<file path="config.mk">
export PLATFORM = sky130hd
export DESIGN_NAME = quad_half_step_stepper_positioner
export DESIGN_NICKNAME = d
export VERILOG_FILES = /design/src/hw/rtl/qhsp_pkg.sv /design/src/hw/rtl/qhsp_lane.sv /design/src/hw/rtl/qhsp_merge.sv /design/src/hw/rtl/quad_half_step_stepper_positioner.sv
export SDC_FILE = /design/constraint.sdc
export NUM_CORES = 1
export LEC_CHECK = 0
export ABC_AREA = 1
export BUFFER_PORTS_ARGS = -buffer_cell sky130_fd_sc_hd__buf_2
export CORE_MARGIN = 5
export CORE_UTILIZATION = 30
export CTS_CLUSTER_SIZE = 24
export DETAILED_ROUTE_END_ITERATION = 6
export HOLD_SLACK_MARGIN = 0.1
export MAX_ROUTING_LAYER = met4
export PLACE_DENSITY = 0.45
export SYNTH_ARGS = -nofsm -noshare
export SYNTH_HDL_FRONTEND = slang
export SYNTH_SLANG_ARGS = --single-unit
</file>
<file path="constraint.sdc">
create_clock -name clock -period 2.4 [get_ports clock]
set_input_delay 0.24 -clock clock [delete_from_list [all_inputs] [get_ports clock]]
set_output_delay 0.24 -clock clock [all_outputs]
set_load 0.01 [all_outputs]
</file>
<file path="src/hw/rtl/qhsp_pkg.sv">
`default_nettype none
// ----------------------------------------------------------------------------
// qhsp_pkg
// Shared constants, types and the half-step coil table for the quad stepper
// positioner.
// ----------------------------------------------------------------------------
package qhsp_pkg;

   localparam int MOTOR_COUNT = 4;
   localparam int POS_W       = 16;
   localparam int PHASE_W     = 3;
   localparam int HOLD_W      = 8;
   localparam int COIL_W      = 4;

   localparam logic [POS_W-1:0]  HOME_POSITION = 16'd1200;
   localparam logic [HOLD_W-1:0] EXCITE_RESET  = 8'd5;

   typedef struct packed {
      logic [COIL_W-1:0] coils;
      logic [POS_W-1:0]  position;
      logic              moving;
   } lane_out_type;

   // Half-step drive: each coil is on for three consecutive phases.
   function automatic logic [COIL_W-1:0] coil_pattern(input logic [PHASE_W-1:0] p);
      logic [COIL_W-1:0] c;
      c = '0;
      if (p inside {3'd7, 3'd0, 3'd1}) c[0] = 1'b1;
      if (p inside {3'd1, 3'd2, 3'd3}) c[1] = 1'b1;
      if (p inside {3'd3, 3'd4, 3'd5}) c[2] = 1'b1;
      if (p inside {3'd5, 3'd6, 3'd7}) c[3] = 1'b1;
      return c;
   endfunction

endpackage
`default_nettype wire

</file>
<file path="src/hw/rtl/qhsp_lane.sv">
`default_nettype none
// ----------------------------------------------------------------------------
// qhsp_lane
// One motor: position, phase and hold counters, updated once per item.
// ----------------------------------------------------------------------------
module qhsp_lane
   import qhsp_pkg::*;
(
   input  wire logic              clock,
   input  wire logic              reset,
   input  wire logic              accept,
   input  wire logic [POS_W-1:0]  target,
   input  wire logic [HOLD_W-1:0] hold_ticks,
   output lane_out_type           lane_out
);

   logic [POS_W-1:0]   pos_ff,   pos_in;
   logic [PHASE_W-1:0] phase_ff, phase_in;
   logic [HOLD_W-1:0]  up_ff,    up_in;
   logic [HOLD_W-1:0]  dn_ff,    dn_in;
   logic               at_target;
   logic               going_up;

   assign at_target = (pos_ff == target);
   assign going_up  = (pos_ff < target);

   always_comb begin
      pos_in   = pos_ff;
      phase_in = phase_ff;
      up_in    = up_ff;
      dn_in    = dn_ff;
      if (at_target) begin
         up_in = '0;
         dn_in = '0;
      end else if (going_up) begin
         dn_in = '0;
         if (up_ff < hold_ticks) begin
            up_in = up_ff + 8'd1;
         end else begin
            pos_in   = pos_ff + 16'd1;
            phase_in = phase_ff + 3'd1;
         end
      end else begin
         up_in = '0;
         if (dn_ff < hold_ticks) begin
            dn_in = dn_ff + 8'd1;
         end else begin
            pos_in   = pos_ff - 16'd1;
            phase_in = phase_ff - 3'd1;
         end
      end
   end

   always_ff @(posedge clock) begin
      if (reset) begin
         pos_ff   <= HOME_POSITION;
         phase_ff <= '0;
         up_ff    <= '0;
         dn_ff    <= '0;
      end else if (accept) begin
         pos_ff   <= pos_in;
         phase_ff <= phase_in;
         up_ff    <= up_in;
         dn_ff    <= dn_in;
      end
   end

   // coils follow the phase after this tick; off when parked
   assign lane_out.coils    = at_target ? '0 : coil_pattern(phase_in);
   assign lane_out.position = pos_in;
   assign lane_out.moving   = !at_target;

endmodule
`default_nettype wire

</file>
<file path="src/hw/rtl/qhsp_merge.sv">
`default_nettype none
// ----------------------------------------------------------------------------
// qhsp_merge
// Combines the four lane results into one item and holds it in the output
// register until the consumer takes it.
// ----------------------------------------------------------------------------
module qhsp_merge
   import qhsp_pkg::*;
(
   input  wire logic         clock,
   input  wire logic         reset,
   input  wire logic         req_valid,
   output logic              req_stall,
   input  wire lane_out_type lane_out [MOTOR_COUNT],
   output logic              rsp_valid,
   input  wire logic         rsp_stall,
   output logic [COIL_W-1:0] coils    [MOTOR_COUNT],
   output logic [POS_W-1:0]  position [MOTOR_COUNT],
   output logic              all_stopped
);

   logic              valid_ff, valid_in;
   logic [COIL_W-1:0] coils_ff [MOTOR_COUNT];
   logic [POS_W-1:0]  pos_ff   [MOTOR_COUNT];
   logic              stop_ff,  stop_in;
   logic              accept;

   // output register frees up in the same cycle it is drained
   assign req_stall = valid_ff && rsp_stall;
   assign accept    = req_valid && !req_stall;

   always_comb begin
      stop_in = 1'b1;
      for (int m = 0; m < MOTOR_COUNT; m++) begin
         if (lane_out[m].moving) stop_in = 1'b0;
      end
      valid_in = accept || (valid_ff && rsp_stall);
   end

   always_ff @(posedge clock) begin
      if (reset) begin
         valid_ff <= 1'b0;
      end else begin
         valid_ff <= valid_in;
      end
   end

   always_ff @(posedge clock) begin
      if (accept) begin
         stop_ff <= stop_in;
         for (int m = 0; m < MOTOR_COUNT; m++) begin
            coils_ff[m] <= lane_out[m].coils;
            pos_ff[m]   <= lane_out[m].position;
         end
      end
   end

   assign rsp_valid   = valid_ff;
   assign coils       = coils_ff;
   assign position    = pos_ff;
   assign all_stopped = stop_ff;

endmodule
`default_nettype wire

</file>
<file path="src/hw/rtl/quad_half_step_stepper_positioner.sv">
`default_nettype none
// ----------------------------------------------------------------------------
// quad_half_step_stepper_positioner
// Four half-step stepper motors driven toward per-tick target positions.
// ----------------------------------------------------------------------------
//  channel | ports                          | handshake
//  --------+--------------------------------+-------------------------
//  req     | req_target_0..3                | req_valid / req_stall
//  rsp     | rsp_coils_*, rsp_position_*,   | rsp_valid / rsp_stall
//          | rsp_all_stopped                |
//  csr     | csr_data (hold_ticks)          | csr_valid / csr_ready
//
//  One item per cycle unless stalled; the result appears in the cycle after
//  acceptance, set by the single output register behind the four motor lanes.
//  Reset is synchronous: positions return to 1200, phases and hold counters
//  clear, hold_ticks returns to 5.
//  req_stall rises only while a result waits and rsp_stall is high.
// ----------------------------------------------------------------------------
module quad_half_step_stepper_positioner
   import qhsp_pkg::*;
(
   input  wire logic              clock,
   input  wire logic              reset,
   input  wire logic              req_valid,
   output logic                   req_stall,
   input  wire logic [POS_W-1:0]  req_target_0,
   input  wire logic [POS_W-1:0]  req_target_1,
   input  wire logic [POS_W-1:0]  req_target_2,
   input  wire logic [POS_W-1:0]  req_target_3,
   output logic                   rsp_valid,
   input  wire logic              rsp_stall,
   output logic [COIL_W-1:0]      rsp_coils_0,
   output logic [COIL_W-1:0]      rsp_coils_1,
   output logic [COIL_W-1:0]      rsp_coils_2,
   output logic [COIL_W-1:0]      rsp_coils_3,
   output logic [POS_W-1:0]       rsp_position_0,
   output logic [POS_W-1:0]       rsp_position_1,
   output logic [POS_W-1:0]       rsp_position_2,
   output logic [POS_W-1:0]       rsp_position_3,
   output logic                   rsp_all_stopped,
   input  wire logic              csr_valid,
   output logic                   csr_ready,
   input  wire logic [HOLD_W-1:0] csr_data
);

   logic [HOLD_W-1:0] excite_ff;
   logic              accept;
   logic [POS_W-1:0]  target   [MOTOR_COUNT];
   lane_out_type      lane_out [MOTOR_COUNT];
   logic [COIL_W-1:0] coils    [MOTOR_COUNT];
   logic [POS_W-1:0]  position [MOTOR_COUNT];

   assign csr_ready = 1'b1;

   always_ff @(posedge clock) begin
      if (reset) begin
         excite_ff <= EXCITE_RESET;
      end else if (csr_valid && csr_ready) begin
         excite_ff <= csr_data;
      end
   end

   assign accept    = req_valid && !req_stall;
   assign target[0] = req_target_0;
   assign target[1] = req_target_1;
   assign target[2] = req_target_2;
   assign target[3] = req_target_3;

   for (genvar m = 0; m < MOTOR_COUNT; m++) begin : g_lane
      qhsp_lane u_lane (
         .clock      (clock),
         .reset      (reset),
         .accept     (accept),
         .target     (target[m]),
         .hold_ticks (excite_ff),
         .lane_out   (lane_out[m])
      );
   end

   qhsp_merge u_merge (
      .clock       (clock),
      .reset       (reset),
      .req_valid   (req_valid),
      .req_stall   (req_stall),
      .lane_out    (lane_out),
      .rsp_valid   (rsp_valid),
      .rsp_stall   (rsp_stall),
      .coils       (coils),
      .position    (position),
      .all_stopped (rsp_all_stopped)
   );

   assign rsp_coils_0    = coils[0];
   assign rsp_coils_1    = coils[1];
   assign rsp_coils_2    = coils[2];
   assign rsp_coils_3    = coils[3];
   assign rsp_position_0 = position[0];
   assign rsp_position_1 = position[1];
   assign rsp_position_2 = position[2];
   assign rsp_position_3 = position[3];

endmodule
`default_nettype wire

</file>
=== Word level (Yosys, flattened, before mapping) ===
Cells that the tools add are included.

* Register bits: 230
* Logic and storage cells: 209

* Equality and inequality tests: 36
* Order comparisons: 12
* Reductions and logical operators: 37
* Add/sub/neg operators: 24
* Multiplexer cells: 73

{| class="wikitable"
|+ Operator list
! operator !! count
|-
| $mux 16 || 16
|-
| $mux 8 || 24
|-
| $add 16x1->16 const B || 4
|-
| $add 8x1->8 const B || 8
|-
| $eq 16x16->1 || 4
|-
| $lt 16x16->1 || 4
|-
| $lt 8x8->1 || 8
|-
| $sub 16x1->16 const B || 4
|-
| $reduce_bool 3->1 || 20
|-
| $eq 3x3->1 const B || 16
|-
| $mux 3 || 16
|-
| $eq 3x2->1 const B || 8
|-
| $mux 1 || 17
|-
| $reduce_and 2->1 || 8
|-
| $add 3x1->3 const B || 4
|-
| $eq 3x1->1 const B || 4
|-
| $logic_not 3->1 || 4
|-
| $ne 3x2->1 const B || 4
|-
| $sub 3x1->3 const B || 4
|-
| $reduce_and 3->1 || 1
|-
| $logic_and 1x1->1 || 2
|-
| $logic_not 1->1 || 1
|-
| $logic_or 1x1->1 || 1
|}

=== Depth between registers and ports, before layout ===
* Depth in word-level cells: 7
* Depth in mapped cells: 19
* Depth with buffers taken out: 19

=== Modules after synthesis ===
A second synthesis with hierarchy kept.

* Cell total of the unflattened synthesis: 2759
* Area, all modules: 18460.2 µm²

{| class="wikitable"
|+ By module, submodules not included
! module !! cells an instance !! seq. area each (µm²) !! area an instance (µm²) !! times used
|-
| qhsp_lane at g_lane[0].u_lane ... || 657 || 700.7 || 3915.0 || 3
|-
| qhsp_lane at g_lane[1].u_lane || 647 || 700.7 || 3885.0 || 1
|-
| qhsp_merge || 90 || 2452.4 || 2494.9 || 1
|-
| quad_half_step_stepper_positioner || 51 || 160.2 || 335.3 || 1
|}

=== Worst setup path before layout ===
OpenSTA, ideal clock, no wires.

* Path type: register -> register
* From: register u_merge.valid_ff, in the netlist u_merge.rsp_valid
* To: register u_merge.stop_ff, in the netlist u_merge.all_stopped, enable pin
* Library setup time: 0.406 ns
* Setup slack: -0.206 ns
* Arrival time: 2.200 ns
* Buffers on the path: 3
* Required time: 1.994 ns
* Cell stages (with the launch flop): 7
* Path through: dfxtp_1 > nand2_1 > inv_1 > nor2_1 > buf_2 > buf_2 > buf_2

* Longest elaborated chain between the ends: 3

{| class="wikitable"
|+ Ends and longest elaborated chain
! what !! line !! source
|-
| start: declaration || qhsp_merge.sv:22 || <nowiki>logic valid_ff, valid_in;</nowiki>
|-
| start signal: assignment || qhsp_merge.sv:44 || <nowiki>valid_ff <= valid_in;</nowiki>
|-
| $logic_and 1x1->1 || qhsp_merge.sv:29 || <nowiki>assign req_stall = valid_ff && rsp_stall;</nowiki>
|-
| via req_stall || quad_half_step_stepper_positioner.sv:25 || <nowiki>output logic req_stall,</nowiki>
|-
| $logic_not 1->1 || n/a ||
|-
| $logic_and 1x1->1 || n/a ||
|-
| via accept || quad_half_step_stepper_positioner.sv:47 || <nowiki>logic accept;</nowiki>
|-
| end signal: assignment || qhsp_merge.sv:50 || <nowiki>stop_ff <= stop_in;</nowiki>
|-
| end: declaration || qhsp_merge.sv:25 || <nowiki>logic stop_ff, stop_in;</nowiki>
|}

The timed path passes the listed nets, and every way through them passes these cells.
A chain may end at the register's enable or synchronous reset.

==> key figures <==
Status
  – Outcome: finished, final reports clean

Routing
  – Final antenna-violating net count: 0
  – Total DRC errors in the routed layout: 0
  – First-iteration detailed-routing DRC count: 990
  – Routed length per placed instance: around 15 µm
  – Via count: 18400
  – Final wirelength: ~58000 µm
  – Detailed-routing iteration count for the pre-antenna-repair pass: 5
  – Average vias per placed instance: 4.727

STA
  – Number of pins exceeding their max-slew limit in the final report: 0
  – Final Cycle Share: between 90% and 100%
  – Setup repair after global routing missed its margin: true
  – Least-Margin Pin Slew: 0.6124 ns
  – Minimum clock period after layout: 2.286 ns
  – Clock Skew: ~0.014 ns
  – Total count of hold-check failures in the final report: 0
  – Hold Slack: approximately 0.16 ns
  – Maximum clock frequency: 0.4375 GHz
  – Final setup violating endpoints: 0
  – Tightest slew margin relative to the limit: 59.17%
  – Final Worst Setup Slack: between 0.1 and 0.15 ns

Clock tree
  – Maximum clock insertion buffer count: 3
  – Clock-pin slew on the worst setup and hold paths: 0.07 ns
  – Latest clock arrival within the worst-skew pair: a little under 0.6 ns
  – Clock tree from TritonCTS: built
  – Root buffer cell: sky130_fd_sc_hd__clkbuf_16
  – Total clock sinks: 230
  – Maximum level of the CTS H-tree: 1
  – Number of buffers inserted during clock tree synthesis: 31

Floorplan
  – Horiz. Die Dim: ~260 µm
  – Initial Util: just over 30%
  – Number of placed I/O pins: roughly 160
  – Die span in y: around 260 µm
  – Die ar.: around 65000 µm²
  – Cell Rows: 90
  – Area of the core: roughly 60000 µm²

Job
  – Max cap viols: 0

Placed design
  – Gpl congestion: 0.8872
  – Port Buffers: about 160
  – Total instance count after detailed placement: approximately 3800
  – Post-placement worst setup slack: -0.05636 ns
  – HPWL Detailed: 42990 µm

Yosys
  – Post-synthesis instance area: approximately 18000 µm²
  – Post-synthesis net count: between 2000 and 3000
  – Synth Register Bits: 230
  – Portion of synthesized cell area occupied by the leading cell type: 19.10%
  – Largest cells by area after synthesis: sky130_fd_sc_hd__nand2_1, sky130_fd_sc_hd__dfxtp_1, sky130_fd_sc_hd__edfxtp_1, sky130_fd_sc_hd__ha_1, sky130_fd_sc_hd__nand3_1
  – Count of flip-flops with a built-in enable after synthesis: between 80 and 90
  – Dominant register cell in the synthesized netlist: sky130_fd_sc_hd__dfxtp_1
  – Area leader, netlist: sky130_fd_sc_hd__nand2_1
  – Async set-reset flop share out of synthesis: 0%
  – Number of distinct library cells after synthesis: 45
  – Most frequent cells after synthesis: sky130_fd_sc_hd__nand2_1, sky130_fd_sc_hd__inv_1, sky130_fd_sc_hd__nand3_1, sky130_fd_sc_hd__nor2_1, sky130_fd_sc_hd__a21oi_1
  – Mean Syn Cell Area: ~6.5 µm²
  – Gate Count Post-Synth: ~2800
  – Synthesis Warnings: 0
  – Sequential element share of the synthesized area: between 20% and 30%
  – Count leader, synth: sky130_fd_sc_hd__nand2_1

Power and ir drop
  – Switching power share of the total: between 30% and 40%
  – Combinational cell fraction of total power: between 20% and 30%
  – Fraction of power consumed by sequential logic: 34.9%
  – Internal power: about 9000 µW
  – Leakage power of the design: around 0.011 µW
  – P per Cell Area: between 500 and 600 nW/µm²
  – Largest vdd supply drop: between 500 and 600 µV
  – Reported net switching power: about 4500 µW
  – Clock network fraction of design power: about 36%

Critical path
  – Number of cells on the worst reg-to-reg path: 13
  – Longest individual stage delay on the worst path: approximately 0.34 ns
  – FF-to-FF End: u_merge.position[58]$_DFFE_PP_
  – Endpoint required time on the critical path: 2.74 ns
  – Most common cell type on the critical path: sky130_fd_sc_hd__nand2_1
  – Beginning of the worst register-to-register path: excite_ff[2]$_SDFFE_PP1P_
  – Worst Setup Start Kind: flop
  – Register-to-register setup slack: ~0.11 ns
  – Critical setup path kind: reg -> reg
  – Critical Path, Cell by Cell: clkinvlp_4 > buf_6 > ha_4 > nand2_1 > o21bai_1 > nand2_1 > nand2_2 > nand2_4 > nand3_2 > or2_1 > nand2_1 > nand2_1 > and2_4
  – Arrival time at the worst endpoint: approximately 2.6 ns
  – Highest-delay cell along the critical path: sky130_fd_sc_hd__dfxtp_2
  – Critical path capture point type: flop
  – Highest fanout seen on the critical path: 8

Global route
  – Global-route wire length before repair: roughly 93000 µm
  – Tot GR Track Use: about 17%
  – Pin count of the biggest net entering global routing: between 60 and 70
  – Number of global-route vias before repair: approximately 18000
  – Initial antenna violation count: 0
  – Leftover overflow at the end of global routing: 0

Finish
  – Layout Nets: 3308
  – Sequential standard cell area: roughly 5400 µm²
  – Share of post-route cells with drive strength above 1: 17.58%
  – Filler-free cell count of the finished design: between 3000 and 4000
  – Antenna diode count: 0
  – Area growth from synthesis to layout: 25.46%
  – Combined area of the multi-input logic cells: between 10000 and 15000 µm²
  – Filler cell count in the final layout: 6555

Min path
  – Worst Hold Path Cells: 4
  – Class of the most critical hold timing path: in -> reg
  – Worst Hold Path EP: g_lane[2].u_lane.dn_ff[4]$_SDFFE_PP0P_
  – Critical hold path startpoint: reset
sequential cells by signal, summed over array words and instances, names as in the netlist:
signal	flops
u_merge.rsp_valid	1
g_lane.u_lane.dn_ff	32
g_lane.u_lane.up_ff	32
u_merge.coils	16
u_merge.all_stopped	1
g_lane.u_lane.pos_ff	64
u_merge.position	64
excite_ff	8
g_lane.u_lane.phase_ff	12
final cells by class:
| cell class | instances | share of cell area (%) |
|---|---|---|
| inverters | 340 | 5.723 |
| repair buffers | 377 | 12.03 |
| multi-input cells | 2107 | 49.40 |
| flip-flops and latches | 230 | 23.84 |
| clock inverters | 22 | 1.143 |
| clock buffers | 35 | 3.562 |
| well taps | 782 | 4.299 |
repair_timing:
item,in CTS,in global routing
buffers inserted,4,28
resized for setup,2,124
endpoints found under the setup margin,61,198
endpoints found under the hold margin,9,0
pin swaps,0,24
cloned,0,3
hold buffers,20,0
power by group through the flow:
| stage | combinational, µW | sequential (µW) | clock (µW) |
|---|---|---|---|
| after floorplan | 2270 | 4840 | 0 |
| after global placement | 3610 | 4780 | 0 |
| after detailed placement | 3650 | 4780 | 0 |
| after CTS | 3710 | 4700 | 5110 |
| after global routing | 4390 | 4740 | 5260 |
| final | 3870 | 4700 | 4910 |
worst max path at each step:
stage | startpoint | to | slack (ns) | cells past startpoint
final | excite_ff[2]$_SDFFE_PP1P_ | u_merge.position[58]$_DFFE_PP_ | 0.11 | 13
after global placement | excite_ff[5]$_SDFFE_PP0P_ | g_lane[2].u_lane.up_ff[7]$_SDFFE_PP0P_ | -0.08 | 13
after floorplan | u_merge.rsp_valid$_SDFF_PP0_ | u_merge.all_stopped$_SDFFCE_PN0P_ | 0.24 | 6
after detailed placement | excite_ff[5]$_SDFFE_PP0P_ | u_merge.coils[15]$_SDFFCE_PP0P_ | -0.06 | 12
after global routing | excite_ff[2]$_SDFFE_PP1P_ | u_merge.position[26]$_DFFE_PP_ | -0.05 | 14
after CTS | g_lane[1].u_lane.pos_ff[15]$_SDFFE_PP0P_ | g_lane[1].u_lane.pos_ff[0]$_SDFFE_PP0P_ | 0.02 | 14
metrics by stage:
stage | TNS [ns] | utilization (%) | instance area, µm² | power, µW
4_1_cts | 0 | 36.70 | 22070 | 13520
2_1_floorplan | 0 | - | 18140 | 7115
6_report | 0 | 37.85 | 22760 | 13480
3_3_place_gp | -0.1523 | 34.50 | 20750 | 8394
5_1_grt | -0.2555 | 37.85 | 22760 | 14390
3_5_place_dp | -0.6862 | 34.50 | 20750 | 8435
placed cells by master, fill, tap and decap left out, drive strengths merged, types with 5 or more instances in the layout:
cell type | Yosys | final
clkinv | 5 | 19
xor2 | 95 | 95
dlygate4sd3 | 0 | 20
o21bai | 5 | 5
dfxtp | 149 | 149
nand3 | 257 | 257
clkbuf | 43 | 37
edfxtp | 81 | 81
clkinvlp | 0 | 7
nand4 | 21 | 21
o21a | 10 | 10
ha | 144 | 144
nor3 | 50 | 50
buf | 59 | 355
xnor2 | 14 | 14
nor2 | 220 | 220
bufinv | 0 | 6
a21oi | 189 | 189
o21ai | 119 | 119
nand2 | 950 | 951
inv | 335 | 330
nand3b | 12 | 12
worst max-delay path: cells and delay by family, from the launching register on:
| family | cells | cell delay [ns] |
|---|---|---|
| DFF | 1 | 0.34 |
| and+or+nand+nor | 9 | 0.96 |
| AOI/OAI and AO/OA | 1 | 0.14 |
| adders and majority gates | 1 | 0.24 |
| buffers and inverters | 2 | 0.35 |
logic make-up (layout without fill, tap and decap cells):
group	Yosys count	after routing	share of synthesized area (%)
compound gates	328	328	9.408
buf+inv	442	774	9.925
other cells	1	1	0.02067
fa+ha+maj	144	144	9.932
simple gates	1524	1525	35.60
flops	230	230	29.85
xor+xnor	109	109	5.262
metal layers:
layer	GRT usage [%]	wire length (µm)	up-vias
li1	-	-	9550
met1	23.64	28550	8552
met2	28.02	26530	251
met3	2.121	2006	50
met4	3.103	658	0
met5	-	0	-
Note: power is estimated with default switching activity, not from simulation.
